--- src/sv/apu_pkg.sv ---
// ----------------------------------------------------------------------------
// apu_pkg
// Shared types and constants of the Adam parameter update block.
// ----------------------------------------------------------------------------
`default_nettype none

package apu_pkg;

  localparam int FRAC_BITS = 24;
  localparam int CNT_W     = 16;

  localparam logic [24:0] ONE_Q    = 25'h100_0000;
  localparam logic [47:0] V_MAX    = 48'hFFFF_FFFF_FFFF;
  localparam logic [34:0] STEP_CAP = 35'h4_0000_0000;

  typedef enum logic [2:0] {
    REG_LR    = 3'd0,
    REG_B1    = 3'd1,
    REG_B2    = 3'd2,
    REG_EPS   = 3'd3,
    REG_THR   = 3'd4,
    REG_MAX   = 3'd5,
    REG_START = 3'd6
  } cfg_reg_t;

  typedef enum logic [4:0] {
    OP_NONE,
    OP_ACCEPT,
    OP_M1, OP_M2, OP_M3,
    OP_G1, OP_G2, OP_G3,
    OP_V1, OP_V2, OP_V3, OP_V4, OP_V5,
    OP_P1, OP_P2,
    OP_DIV_MH, OP_GET_MH,
    OP_DIV_VH, OP_GET_VH,
    OP_SQRT, OP_GET_ROOT,
    OP_DIV_Q, OP_GET_Q,
    OP_S1, OP_S2, OP_S3, OP_GET_F,
    OP_UPD, OP_HOLD
  } op_t;

  typedef enum logic [4:0] {
    ST_IDLE, ST_CHECK,
    ST_M1, ST_M2, ST_M3,
    ST_G1, ST_G2, ST_G3,
    ST_V1, ST_V2, ST_V3, ST_V4, ST_V5,
    ST_P1, ST_P2,
    ST_DIV_MH, ST_WAIT_MH,
    ST_DIV_VH, ST_WAIT_VH,
    ST_SQRT, ST_WAIT_SQ,
    ST_DIV_Q, ST_WAIT_Q,
    ST_S1, ST_S2, ST_S3, ST_WAIT_F,
    ST_UPD, ST_HOLD
  } state_t;

  typedef struct packed {
    op_t op;
  } cmd_t;

  typedef struct packed {
    logic fin;
    logic busy;
  } stat_t;

  typedef struct packed {
    logic       start;
    logic       sqrt_mode;
    logic [6:0] steps;
  } iter_req_t;

endpackage

`default_nettype wire

--- src/sv/apu_ctrl.sv ---
// ----------------------------------------------------------------------------
// apu_ctrl
// Controller: sequences one update through the datapath and owns the
// input and result handshakes.
// ----------------------------------------------------------------------------
`default_nettype none

module apu_ctrl (
  input  wire logic           clk,
  input  wire logic           rst_n,
  input  wire logic           in_valid,
  output logic                in_ready,
  output logic                out_valid,
  input  wire logic           out_ready,
  output apu_pkg::cmd_t       cmd,
  input  wire apu_pkg::stat_t stat
);
  import apu_pkg::*;

  state_t state_r, state_nxt;
  logic   out_valid_r, out_valid_nxt;
  logic   out_free;

  assign out_free = !out_valid_r || out_ready;

  // next state
  always_comb begin
    state_nxt = state_r;
    unique case (state_r)
      ST_IDLE:    if (in_valid) state_nxt = ST_CHECK;
      ST_CHECK:   state_nxt = stat.fin ? ST_HOLD : ST_M1;
      ST_M1:      state_nxt = ST_M2;
      ST_M2:      state_nxt = ST_M3;
      ST_M3:      state_nxt = ST_G1;
      ST_G1:      state_nxt = ST_G2;
      ST_G2:      state_nxt = ST_G3;
      ST_G3:      state_nxt = ST_V1;
      ST_V1:      state_nxt = ST_V2;
      ST_V2:      state_nxt = ST_V3;
      ST_V3:      state_nxt = ST_V4;
      ST_V4:      state_nxt = ST_V5;
      ST_V5:      state_nxt = ST_P1;
      ST_P1:      state_nxt = ST_P2;
      ST_P2:      state_nxt = ST_DIV_MH;
      ST_DIV_MH:  state_nxt = ST_WAIT_MH;
      ST_WAIT_MH: if (!stat.busy) state_nxt = ST_DIV_VH;
      ST_DIV_VH:  state_nxt = ST_WAIT_VH;
      ST_WAIT_VH: if (!stat.busy) state_nxt = ST_SQRT;
      ST_SQRT:    state_nxt = ST_WAIT_SQ;
      ST_WAIT_SQ: if (!stat.busy) state_nxt = ST_DIV_Q;
      ST_DIV_Q:   state_nxt = ST_WAIT_Q;
      ST_WAIT_Q:  if (!stat.busy) state_nxt = ST_S1;
      ST_S1:      state_nxt = ST_S2;
      ST_S2:      state_nxt = ST_S3;
      ST_S3:      state_nxt = ST_WAIT_F;
      ST_WAIT_F:  if (!stat.busy) state_nxt = ST_UPD;
      ST_UPD:     if (out_free) state_nxt = ST_IDLE;
      ST_HOLD:    if (out_free) state_nxt = ST_IDLE;
      default:    state_nxt = ST_IDLE;
    endcase
  end

  // outputs
  always_comb begin
    cmd.op        = OP_NONE;
    in_ready      = 1'b0;
    out_valid_nxt = out_valid_r && !out_ready;
    unique case (state_r)
      ST_IDLE: begin
        in_ready = 1'b1;
        if (in_valid) cmd.op = OP_ACCEPT;
      end
      ST_M1:      cmd.op = OP_M1;
      ST_M2:      cmd.op = OP_M2;
      ST_M3:      cmd.op = OP_M3;
      ST_G1:      cmd.op = OP_G1;
      ST_G2:      cmd.op = OP_G2;
      ST_G3:      cmd.op = OP_G3;
      ST_V1:      cmd.op = OP_V1;
      ST_V2:      cmd.op = OP_V2;
      ST_V3:      cmd.op = OP_V3;
      ST_V4:      cmd.op = OP_V4;
      ST_V5:      cmd.op = OP_V5;
      ST_P1:      cmd.op = OP_P1;
      ST_P2:      cmd.op = OP_P2;
      ST_DIV_MH:  cmd.op = OP_DIV_MH;
      ST_WAIT_MH: if (!stat.busy) cmd.op = OP_GET_MH;
      ST_DIV_VH:  cmd.op = OP_DIV_VH;
      ST_WAIT_VH: if (!stat.busy) cmd.op = OP_GET_VH;
      ST_SQRT:    cmd.op = OP_SQRT;
      ST_WAIT_SQ: if (!stat.busy) cmd.op = OP_GET_ROOT;
      ST_DIV_Q:   cmd.op = OP_DIV_Q;
      ST_WAIT_Q:  if (!stat.busy) cmd.op = OP_GET_Q;
      ST_S1:      cmd.op = OP_S1;
      ST_S2:      cmd.op = OP_S2;
      ST_S3:      cmd.op = OP_S3;
      ST_WAIT_F:  if (!stat.busy) cmd.op = OP_GET_F;
      ST_UPD: begin
        if (out_free) begin
          cmd.op        = OP_UPD;
          out_valid_nxt = 1'b1;
        end
      end
      ST_HOLD: begin
        if (out_free) begin
          cmd.op        = OP_HOLD;
          out_valid_nxt = 1'b1;
        end
      end
      default: cmd.op = OP_NONE;
    endcase
  end

  always_ff @(posedge clk) begin
    if (!rst_n) begin
      state_r     <= ST_IDLE;
      out_valid_r <= 1'b0;
    end else begin
      state_r     <= state_nxt;
      out_valid_r <= out_valid_nxt;
    end
  end

  assign out_valid = out_valid_r;

  a_upd_when_free: assert property (@(posedge clk) disable iff (!rst_n)
    (cmd.op == OP_UPD || cmd.op == OP_HOLD) |-> out_free)
    else $error("result loaded over an untaken result");

  a_accept_to_check: assert property (@(posedge clk) disable iff (!rst_n)
    (in_valid && in_ready) |=> (state_r == ST_CHECK))
    else $error("accepted item not checked");

  a_unit_started: assert property (@(posedge clk) disable iff (!rst_n)
    (state_r == ST_DIV_MH || state_r == ST_SQRT) |=> stat.busy)
    else $error("divide or root unit did not start");

endmodule

`default_nettype wire

--- config.mk ---
export PLATFORM = sky130hd
export DESIGN_NAME = apu_ctrl
export DESIGN_NICKNAME = d
export VERILOG_FILES = /design/src/sv/apu_pkg.sv /design/src/sv/apu_ctrl.sv
export SDC_FILE = /design/constraint.sdc
export NUM_CORES = 1
export LEC_CHECK = 0
export ABC_AREA = 0
export BUFFER_PORTS_ARGS = -buffer_cell sky130_fd_sc_hd__buf_2
export CAP_MARGIN = 10
export CORE_AREA = 2 2 48 50
export DETAILED_ROUTE_END_ITERATION = 10
export DIE_AREA = 0 0 50 52
export PLACE_DENSITY = 0.49
export SLEW_MARGIN = 10
export SYNTH_ARGS = -nofsm -noshare
export SYNTH_HDL_FRONTEND = slang
export SYNTH_SLANG_ARGS = --single-unit
--- constraint.sdc ---
create_clock -name clk -period 2.5 [get_ports clk]
set_input_delay 0.375 -clock clk [delete_from_list [all_inputs] [get_ports clk]]
set_output_delay 0.375 -clock clk [all_outputs]
set_load 0.005 [all_outputs]
**Word level (Yosys, flattened, before mapping)**

Index checks and enable logic that the tools add are counted.

- Register bits after elaboration: 6
- Bits of input ports: 6
- Output and inout bits: 7
- Word-level logic and storage cells: 65

- Equal/unequal tests: 35
- Mux-type cells: 21
- Reduce and logical (&&, ||, !) cells: 7

Operator list:

| kind | count |
|---|---|
| $pmux W5 S28 | 2 |
| $mux W5 | 15 |
| $eq A5 B5 Y1 const B | 13 |
| $eq A5 B4 Y1 const B | 8 |
| $eq A5 B3 Y1 const B | 4 |
| $ne A2 B2 Y1 const B | 6 |
| $eq A5 B2 Y1 const B | 2 |
| $reduce_and A7 Y1 | 1 |
| $eq A5 B1 Y1 const B | 1 |
| $logic_not A5 Y1 | 1 |
| $mux W1 | 4 |
| $logic_not A1 Y1 | 2 |
| $ne A2 B1 Y1 const B | 1 |
| $reduce_or A2 Y1 | 1 |
| $logic_and A1 B1 Y1 | 1 |
| $logic_or A1 B1 Y1 | 1 |

**Longest topological paths before layout**

Gate-level depths: netlist of run 1.

- Depth after elaboration: 4
- Mapped depth: 6
- Depth with buffers taken out: 4

**Least setup slack after synthesis of run 1**

Ideal clock, no wire load.

- Path kind: reg-to-reg
- Start point: register state_r[4]
- End point: register state_r[2]
- Setup time: 0.119 ns
- Arrival: 1.618 ns
- Required time: 2.381 ns
- Path slack: 0.764 ns
- Cell stages (with the launch flop): 6
- Buffers on the path: 1
- Clock period less this slack: 1.736 ns
- Path through: dfxtp_1 -> buf_6 -> or4_4 -> or3_4 -> and3_1 -> o221a_1

- Longest elaborated chain between the ends: 4
- Elaborated cells on any way between the ends: 39
- Those cells by class: eq/ne: 35; mux: 1; reduce/logical: 3

RTL lines:

| what | RTL line | RTL |
|---|---|---|
| from (decl) | apu_ctrl.sv:20 | `state_t state_r, state_nxt;` |
| from (signal assigned) | apu_ctrl.sv:119 | `state_r <= state_nxt;` |
| $eq A5 B5 Y1 | apu_ctrl.sv:29 | `unique case (state_r)` |
| $reduce_or A2 Y1 (no source line) | n/a |  |
| $ne A2 B1 Y1 (no source line) | n/a |  |
| $reduce_and A7 Y1 (no source line) | n/a |  |

Several ways; a longest one is shown, not always the timed one.
A chain may end at the register's enable or synchronous reset.

==> results of run 1 <==
placed cells by master (no fill, tap or decap), types with 3 or more instances in the layout:
cell type / count
a21oi_1: 5
nand2_1: 12
nand2b_1: 3
nor2_1: 8
buf_4: 5
dfxtp_1: 6
clkbuf_4: 3
buf_2: 12
o21ai_0: 7
metal layers:
| layer | track usage [%] | wire length (µm) |
|---|---|---|
| met1 | 17.0 | 768 |
| met2 | 18.2 | 632 |
| met3 | 5.46 | 69 |
| met4 | 2.78 | 13 |
| met5 | 0 | 0 |
synth_stat cells, types with 2 or more instances:
library cell and count:
nor3b_1 2, nand2_1 12, nor2_1 8, a31oi_1 2, o211ai_1 2, dfxtp_1 6, and3_1 2, inv_1 2
nand2b_1 3, a21oi_1 5, a21boi_0 2, o21ai_0 7, o21a_1 2, clkbuf_1 9
per-stage QoR:
step                area [µm²]  utilization [%]  worst slack, ns  hold slack, ns  total power [µW]
finish                     703             33.4            0.418           0.398               785
global route               703             33.4            0.258           0.388               865
CTS                        703             33.4            0.426           0.387               791
detailed placement         681             32.3            0.652           0.645               698
floorplan                  598                -            0.764           0.492               573
global placement           681             32.3            0.648           0.637               700
registers in the layout, indices dropped and copies added (netlist names):
register	cells
out_valid	1
state_r	5
worst paths after layout:
kind	startpoint	to	slack, ns	depth (start not counted)
worst max-delay path	state_r[0]	cmd[3]	0.42	5
worst min-delay path	rst_n	out_valid	0.40	2
worst max register to register	state_r[2]	state_r[2]	0.65	4
worst min register to register	state_r[4]	state_r[4]	0.68	2
kinds of logic after synthesis:
kind of cell / Yosys count / synth area share, %
buf+inv: 13 / 9.62
compound gates: 32 / 37.0
mux: 1 / 1.88
simple gates: 35 / 31.4
flops: 6 / 20.1
power by group:
group,switching (µW),internal (µW)
clock network,33.3,54.2
logic,230,244
registers,94.4,130
worst register-to-register path, cell delays in order, from the launching register on:
cell and delay, ns:
dfxtp_1 0.41, or4_4 0.57, or3_4 0.37, and3_1 0.17
o221a_1 0.23
final cells by class:
class | count | area [µm²]
inverters | 2 | 7.51
flip-flops and latches | 6 | 120
multi-input cells | 68 | 420
well taps | 28 | 35.0
repair buffers | 17 | 97.6
clock buffers | 3 | 22.5
fillers | 234 | 1400
==> impl_metrics.toml, run 1 <==
[clock_tree]
cts_tree = "done"
cts_buffers = 3
holdBufCountCts = 0
post_cts_buffers = 0
cts_resized = 0
clock_latency_ns = 0.24
clock-root-buffer = "clkbuf_4"
cts_sinks = 6
cts_max_level = 1
clockBufferDepth = 2
clk_pin_slew_ns = 0.04

[placed_design]
port_buffers = 12
place_congestion = 0.810
placed_cells_incl_taps = 121
dp_hpwl_mm = 1.10

[sta]
rsz0062_at_grt = "no"
setup_viol = 0
timing.final.crit_share_pct = 83.3
fmax_mhz = 480
setup_tns_ns = 0
hold_viol_final = 0
tightestPinTransition_ns = 0.514
drv_slew = 0
max_slew_margin_pct = 65.7
skew_ns = 0.00329
min_period_ns = 2.08

[floorplanning]
start_util_pct = 28.4
die-height_um = 52
die_x_um = 50
dieArea_mm2 = 0.00260
ios = 13
fp.coreArea_mm2 = 0.00211
fp-row-count = 17

[power_and_ir_drop]
irDropWorstVdd_mv = 0.451
powerDensity_mw_per_mm2 = 1120
p_leak_uw = 0.000288

[final_layout]
num_antenna_cells = 0
syn2layout_area_growth_pct = 17.6
nNetsFinal = 104
final_cells = 124
drive_above_1_share_pct = 26.0

[logic_synthesis]
avgSynthCellArea_um2 = 6.87
ys_ff_latch = 6
async_flop_share_pct = 0
synth_edf_count = 0
synth_cell_types = 37
ys_seq_area_share_pct = 20.1
yosys_warnings = 0
synth_top_area_share_pct = 20.1
syn_inst = 87
synth_area_leaders = "dfxtp_1 20%, nand2_1 7.5%, o21ai_0 5.9%"
yosysTopAreaCell = "dfxtp_1"
synthFlopType = "dfxtp_1"
syn-cell-area_um2 = 598
synth_nets = 93

[setup_path]
crit_slowest_cell = "dfxtp_1"
worstSetupPathType = "flop to primary output"
cp.required_ns = 2.12
path_cells = "buf_4 -> o21ai_0 -> a2bb2oi_1 -> a21boi_0 -> buf_2"
worst-path-max-fanout = 16
endpoint_kind = "primary output"
critPathLaunchType = "flop"
critPathBufInv = 2
cpPeakStageDelay_ns = 0.61
cp.arrival_ns = 1.71
crit_family = "flip-flops"

[global_route]
grt_max_degree = 18
track_usage_pct = 12.6
grt_pass1_wl_mm = 2.48
antenna_found_initial = 0
grt_pass1_vias = 549
grt_overflow = 0

[run]
cap_violations = 0

[route]
wire_per_inst_um = 12.0
detail-route-antenna-nets = 0
viasPerCell = 5.16
drt-pass1-iter-count = 4
drc_errors = 0
drtIter0Drc = 7
wl_mm = 1.48
via_count = 640

[run_status]
status = "finished clean"

[hold_path]
hold_class = "input pin to flop"
Power figures use the tool's default switching activity.
==> run 2, diff against run 1 <==
--- a/config.mk
+++ b/config.mk
@@ -5,13 +5,13 @@
 export SDC_FILE = /design/constraint.sdc
 export NUM_CORES = 1
 export LEC_CHECK = 0
-export ABC_AREA = 0
+export ABC_AREA = 1
 export BUFFER_PORTS_ARGS = -buffer_cell sky130_fd_sc_hd__buf_2
 export CAP_MARGIN = 10
-export CORE_AREA = 2 2 48 50
+export CORE_AREA = 2 2 61 63
 export DETAILED_ROUTE_END_ITERATION = 10
-export DIE_AREA = 0 0 50 52
-export PLACE_DENSITY = 0.49
+export DIE_AREA = 0 0 63 65
+export PLACE_DENSITY = 0.47
 export SLEW_MARGIN = 10
 export SYNTH_ARGS = -nofsm -noshare
 export SYNTH_HDL_FRONTEND = slang
==> constraint.sdc (replaced) <==
create_clock -name clk -period 2 [get_ports clk]
set_input_delay 0.3 -clock clk [delete_from_list [all_inputs] [get_ports clk]]
set_output_delay 0.3 -clock clk [all_outputs]
set_load 0.005 [all_outputs]
==> impl_metrics.toml, run 2 <==
[run_status]
status = "finished clean"

[final_layout]
final_cell_mix = "35 x nand2_1, 18 x nor2_1, 13 x inv_1, 13 x a21oi_1"
syn2layout_area_growth_pct = 17.0
drive_above_1_share_pct = 33.3
regArea_um2 = 126
largest_reg_flops = 5
nNetsFinal = 182
top_register = "state_r"
num_antenna_cells = 0
multi_input_area_um2 = 739
num-fill-cells = 409
final_cells = 222
mostFrequentLayoutCell = "nand2_1"

[floorplanning]
fp.coreArea_mm2 = 0.00350
die-height_um = 65
ios = 13
fp-row-count = 22
die_x_um = 63
dieArea_mm2 = 0.00410
start_util_pct = 28.2

[sta]
max_slew_margin_pct = 80.0
tightestPinTransition_ns = 0.296
fmax_mhz = 533
skew_ns = 0.00323
setup_tns_ns = 0
timing.final.crit_share_pct = 93.9
hold_viol_final = 0
rsz0062_at_grt = "no"
setup_viol = 0
min_period_ns = 1.88
drv_slew = 0
worst_slack_ns = 0.123

[placed_design]
placed_cells_incl_taps = 219
dp_hpwl_mm = 2.34
preCtsSetupSlack_ns = 0.211
place_congestion = 0.949
port_buffers = 12

[logic_synthesis]
avgSynthCellArea_um2 = 6.29
synth_edf_count = 0
synth_cell_types = 27
synth_area_leaders = "nand2_1 13%, dfxtp_1 12%, nor2_1 6.8%"
yosysMostFrequentCell = "nand2_1"
ys_ff_latch = 6
synth_top_area_share_pct = 13.3
ys_seq_area_share_pct = 12.2
syn-cell-area_um2 = 987
yosysTopAreaCell = "nand2_1"
async_flop_share_pct = 0
yosys_warnings = 0
synthFlopType = "dfxtp_1"
synthTopCellsByCount = "35 x nand2_1, 18 x nor2_1, 13 x a21oi_1, 13 x inv_1, 12 x nand3_1"
synth_nets = 163
syn_inst = 157

[route]
via_count = 1099
detail-route-antenna-nets = 0
drc_errors = 0
wl_mm = 2.80
viasPerCell = 4.95
drtIter0Drc = 61
wire_per_inst_um = 12.6
drt-pass1-iter-count = 4

[power_and_ir_drop]
irDropWorstVdd_mv = 0.465
p_leak_uw = 0.000612
powerDensity_mw_per_mm2 = 1360

[setup_path]
cp.arrival_ns = 1.58
cp.required_ns = 1.70
worstSetupPathType = "flop to primary output"
path_cells = "buf_6 -> inv_4 -> nand2_4 -> nor2_4 -> nand2_2 -> or2_1 -> nand2_1 -> nor2_1 -> nand4_1 -> buf_2"
crit_slowest_cell = "dfxtp_1"
worst-path-max-fanout = 9
endpoint_kind = "primary output"
critPathLaunchType = "flop"
cpPeakStageDelay_ns = 0.30

[run]
cap_violations = 0

[clock_tree]
cts_buffers = 3
cts_tree = "done"
clk_pin_slew_ns = 0.05
cts_max_level = 1
clock_latency_ns = 0.24
cts_sinks = 6
clock-root-buffer = "clkbuf_4"
clockBufferDepth = 2

[hold_path]
hold_class = "input pin to flop"

[global_route]
antenna_found_initial = 0
track_usage_pct = 14.4
grt_pass1_vias = 1041
grt_max_degree = 10
grt_pass1_wl_mm = 4.68
grt_overflow = 0
run 2: changes by cell type after synthesis, sizes merged, moves of 3 or more:
cell	previous run	this run
a21oi	5	13
nand3	1	17
buf	2	5
inv	2	21
nand2b	3	0
nand2	12	46
clkbuf	9	0
o21ai	7	11
nor2	8	26
run 2: worst paths after layout:
check / from / to / slack (ns) / cells after the start
setup / recovery: state_r[0] / cmd[3] / 0.12 / 10
hold / removal: rst_n / out_valid / 0.29 / 3
setup reg to reg: state_r[4] / state_r[4] / 0.56 / 9
hold reg to reg: state_r[3] / state_r[3] / 0.51 / 2
run 2: cell families after synthesis:
| family | Yosys count | share of synthesized area [%] |
|---|---|---|
| compound gates | 29 | 16.1 |
| flops | 6 | 12.2 |
| simple gates | 96 | 57.3 |
| buf+inv | 26 | 14.4 |
run 2: timing repair:
item / in CTS / in global routing
gates cloned: 0 / 0
gates resized for setup: 1 / 9
endpoints found under the setup margin: 1 / 4
hold buffers: 0 / 0
buffers inserted: 0 / 0
endpoints found under the hold margin: 0 / 0
run 2: metal layers:
layer | wire [µm] | global-route usage (%)
met1 | 1190 | 16.9
met4 | 40 | 4.72
met5 | 0 | 0
met3 | 135 | 3.30
met2 | 1430 | 25.5
run 2: power by group:
| part | switching, µW | internal, µW | total (µW) |
|---|---|---|---|
| clock | 44.7 | 68.0 | 113 |
| combinational | 781 | 445 | 1230 |
| sequential | 58.5 | 173 | 232 |
run 2: critical path: cells and delay by family (launching register included):
| kind | cells | cell delay, ns |
|---|---|---|
| and+or+nand+nor | 7 | 0.68 |
| DFF | 1 | 0.30 |
| buffers and inverters | 3 | 0.35 |
run 2: area by class of cell:
class / instances / area share, %
clock buffer: 3 / 1.95
inverter: 21 / 7.48
timing repair buffer: 19 / 10.4
multi-input combinational: 125 / 64.0
sequential: 6 / 10.9
tap: 48 / 5.20
run 2: metrics by stage:
stage	hold slack (ns)	util (%)	total power (µW)	instance area [µm²]
CTS	0.287	32.2	1540	1130
finish	0.286	33.0	1570	1150
floorplan	0.424	-	1140	987
detailed placement	0.537	31.6	1420	1100
global route	0.305	33.0	1710	1150
global placement	0.522	31.6	1430	1100
==> run 3, diff against run 2 <==
--- a/config.mk
+++ b/config.mk
@@ -8,10 +8,12 @@
 export ABC_AREA = 1
 export BUFFER_PORTS_ARGS = -buffer_cell sky130_fd_sc_hd__buf_2
 export CAP_MARGIN = 10
+export CELL_PAD_IN_SITES_DETAIL_PLACEMENT = 0
+export CELL_PAD_IN_SITES_GLOBAL_PLACEMENT = 1
 export CORE_AREA = 2 2 61 63
 export DETAILED_ROUTE_END_ITERATION = 10
 export DIE_AREA = 0 0 63 65
-export PLACE_DENSITY = 0.47
+export PLACE_DENSITY = 0.61
 export SLEW_MARGIN = 10
 export SYNTH_ARGS = -nofsm -noshare
 export SYNTH_HDL_FRONTEND = slang
==> impl_metrics.toml, run 3 (same netlist as run 2, synthesis figures left out) <==
[clock_tree]
cts_buffers = 3
clock_latency_ns = 0.24
clock-root-buffer = "clkbuf_4"
clockBufferDepth = 2
cts_max_level = 1
holdBufCountCts = 0
clk_pin_slew_ns = 0.05
cts_tree = "done"
cts_sinks = 6

[floorplanning]
die_x_um = 63
fp.coreArea_mm2 = 0.00350
start_util_pct = 28.2
die-height_um = 65
dieArea_mm2 = 0.00410
ios = 13
fp-row-count = 22

[setup_path]
rrSetupSlack_ns = 0.55
r2r_end = "state_r[3]"
cp.arrival_ns = 1.57
worst-path-max-fanout = 8
worstSetupPathType = "flop to primary output"
r2r_cells = 9
critPathLaunchType = "flop"
endpoint_kind = "primary output"
cp.required_ns = 1.70
reg2reg_from = "state_r[1]"

[global_route]
antenna_found_initial = 0
track_usage_pct = 14.0
grt_pass1_wl_mm = 4.53
grt_pass1_vias = 1007
grt_max_degree = 10
grt_overflow = 0

[hold_path]
holdPathStages = 3
hp-start = "rst_n"
hold_end = "out_valid"
hold_class = "input pin to flop"

[final_layout]
regArea_um2 = 124
final_cell_mix = "35 x nand2_1, 18 x nor2_1, 13 x inv_1, 13 x a21oi_1"
top_register = "state_r"
syn2layout_area_growth_pct = 14.6
mostFrequentLayoutCell = "nand2_1"
num_antenna_cells = 0
largest_reg_flops = 5
num-fill-cells = 407
nNetsFinal = 181
multi_input_area_um2 = 729
postLayoutCellArea_mm2 = 0.00113
drive_above_1_share_pct = 33.5

[sta]
worst_slack_ns = 0.135
max_slew_margin_pct = 83.3
whs_ns = 0.298
timing.final.crit_share_pct = 93.3
fmax_mhz = 536
rsz0062_at_grt = "no"
hold_viol_final = 0
drv_slew = 0
tightestPinTransition_ns = 0.250
setup_viol = 0
setup_tns_ns = 0
min_period_ns = 1.87
skew_ns = 0.00398

[route]
drc_errors = 0
viasPerCell = 4.89
wl_mm = 2.69
via_count = 1081
wire_per_inst_um = 12.2
drt-pass1-iter-count = 4
drtIter0Drc = 79
detail-route-antenna-nets = 0

[placed_design]
port_buffers = 12
place_congestion = 0.872
preCtsSetupSlack_ns = 0.309
dpl_cell_area_mm2 = 0.00110
dp_hpwl_mm = 2.23

[run]
cap_violations = 0

[power_and_ir_drop]
powerDensity_mw_per_mm2 = 1350
p_leak_uw = 0.000603
irDropWorstVdd_mv = 0.648

[run_status]
status = "finished clean"
[run 3: cell types whose count changed in the layout (fill, tap and decap cells not counted), sizes merged]
cell	previous run	this run
buf	19	18
[run 3: what timing repair did]
| action | 4_1_cts | 5_1_grt |
|---|---|---|
| gates resized for setup | 0 | 7 |
| endpoints found under the setup margin | 0 | 5 |
| buffers inserted | 0 | 0 |
| hold endpoints to repair | 0 | 0 |
[run 3: final cells by class]
type / count / area share (%)
clock buffer: 3 / 1.99
inverter: 21 / 7.63
multi-input combinational: 125 / 64.5
sequential: 6 / 11.0
tap: 48 / 5.31
timing repair buffer: 18 / 9.62
[run 3: critical path, stage by stage, from the launching register on]
cell and delay [ns]:
dfxtp_1 0.30, buf_4 0.20, inv_2 0.08, nor2_4 0.11
nand2_1 0.11, nor2_2 0.13, nand2_1 0.09, nand4_1 0.09
nor2_1 0.05, nand3_1 0.05, buf_2 0.11
[run 3: where the power goes]
group | switching (µW) | internal, µW | total (µW)
Sequential | 56.4 | 169 | 225
Combinational | 769 | 420 | 1190
Clock | 42.6 | 67.8 | 110
[run 3: worst max-delay path by stage]
| stage | from | end | slack (ns) | cells past startpoint |
|---|---|---|---|---|
| after floorplan | state_r[0] | cmd[3] | 0.58 | 9 |
| after global placement | state_r[1] | cmd[0] | 0.24 | 8 |
| final | state_r[4] | cmd[2] | 0.13 | 10 |
| after global routing | state_r[4] | cmd[3] | 0.004 | 9 |
| after detailed placement | state_r[1] | cmd[0] | 0.31 | 8 |
| after CTS | state_r[1] | cmd[0] | 0.04 | 8 |
[run 3: layer usage]
layer	up-vias	track usage (%)	share of wire (%)	wire [µm]
li1	544	-	-	-
met1	490	17.6	45	1220
met2	41	23.4	47	1260
met3	6	1.39	5.8	156
met4	0	7.50	2.2	58
met5	-	0	0	0
[run 3: through the flow]
step                instances  util (%)  total power (µW)
floorplan                 157         -              1140
global route              221      32.4              1660
detailed placement        218      31.4              1400
CTS                       221      32.0              1520
global placement          218      31.4              1430
finish                    221      32.4              1520
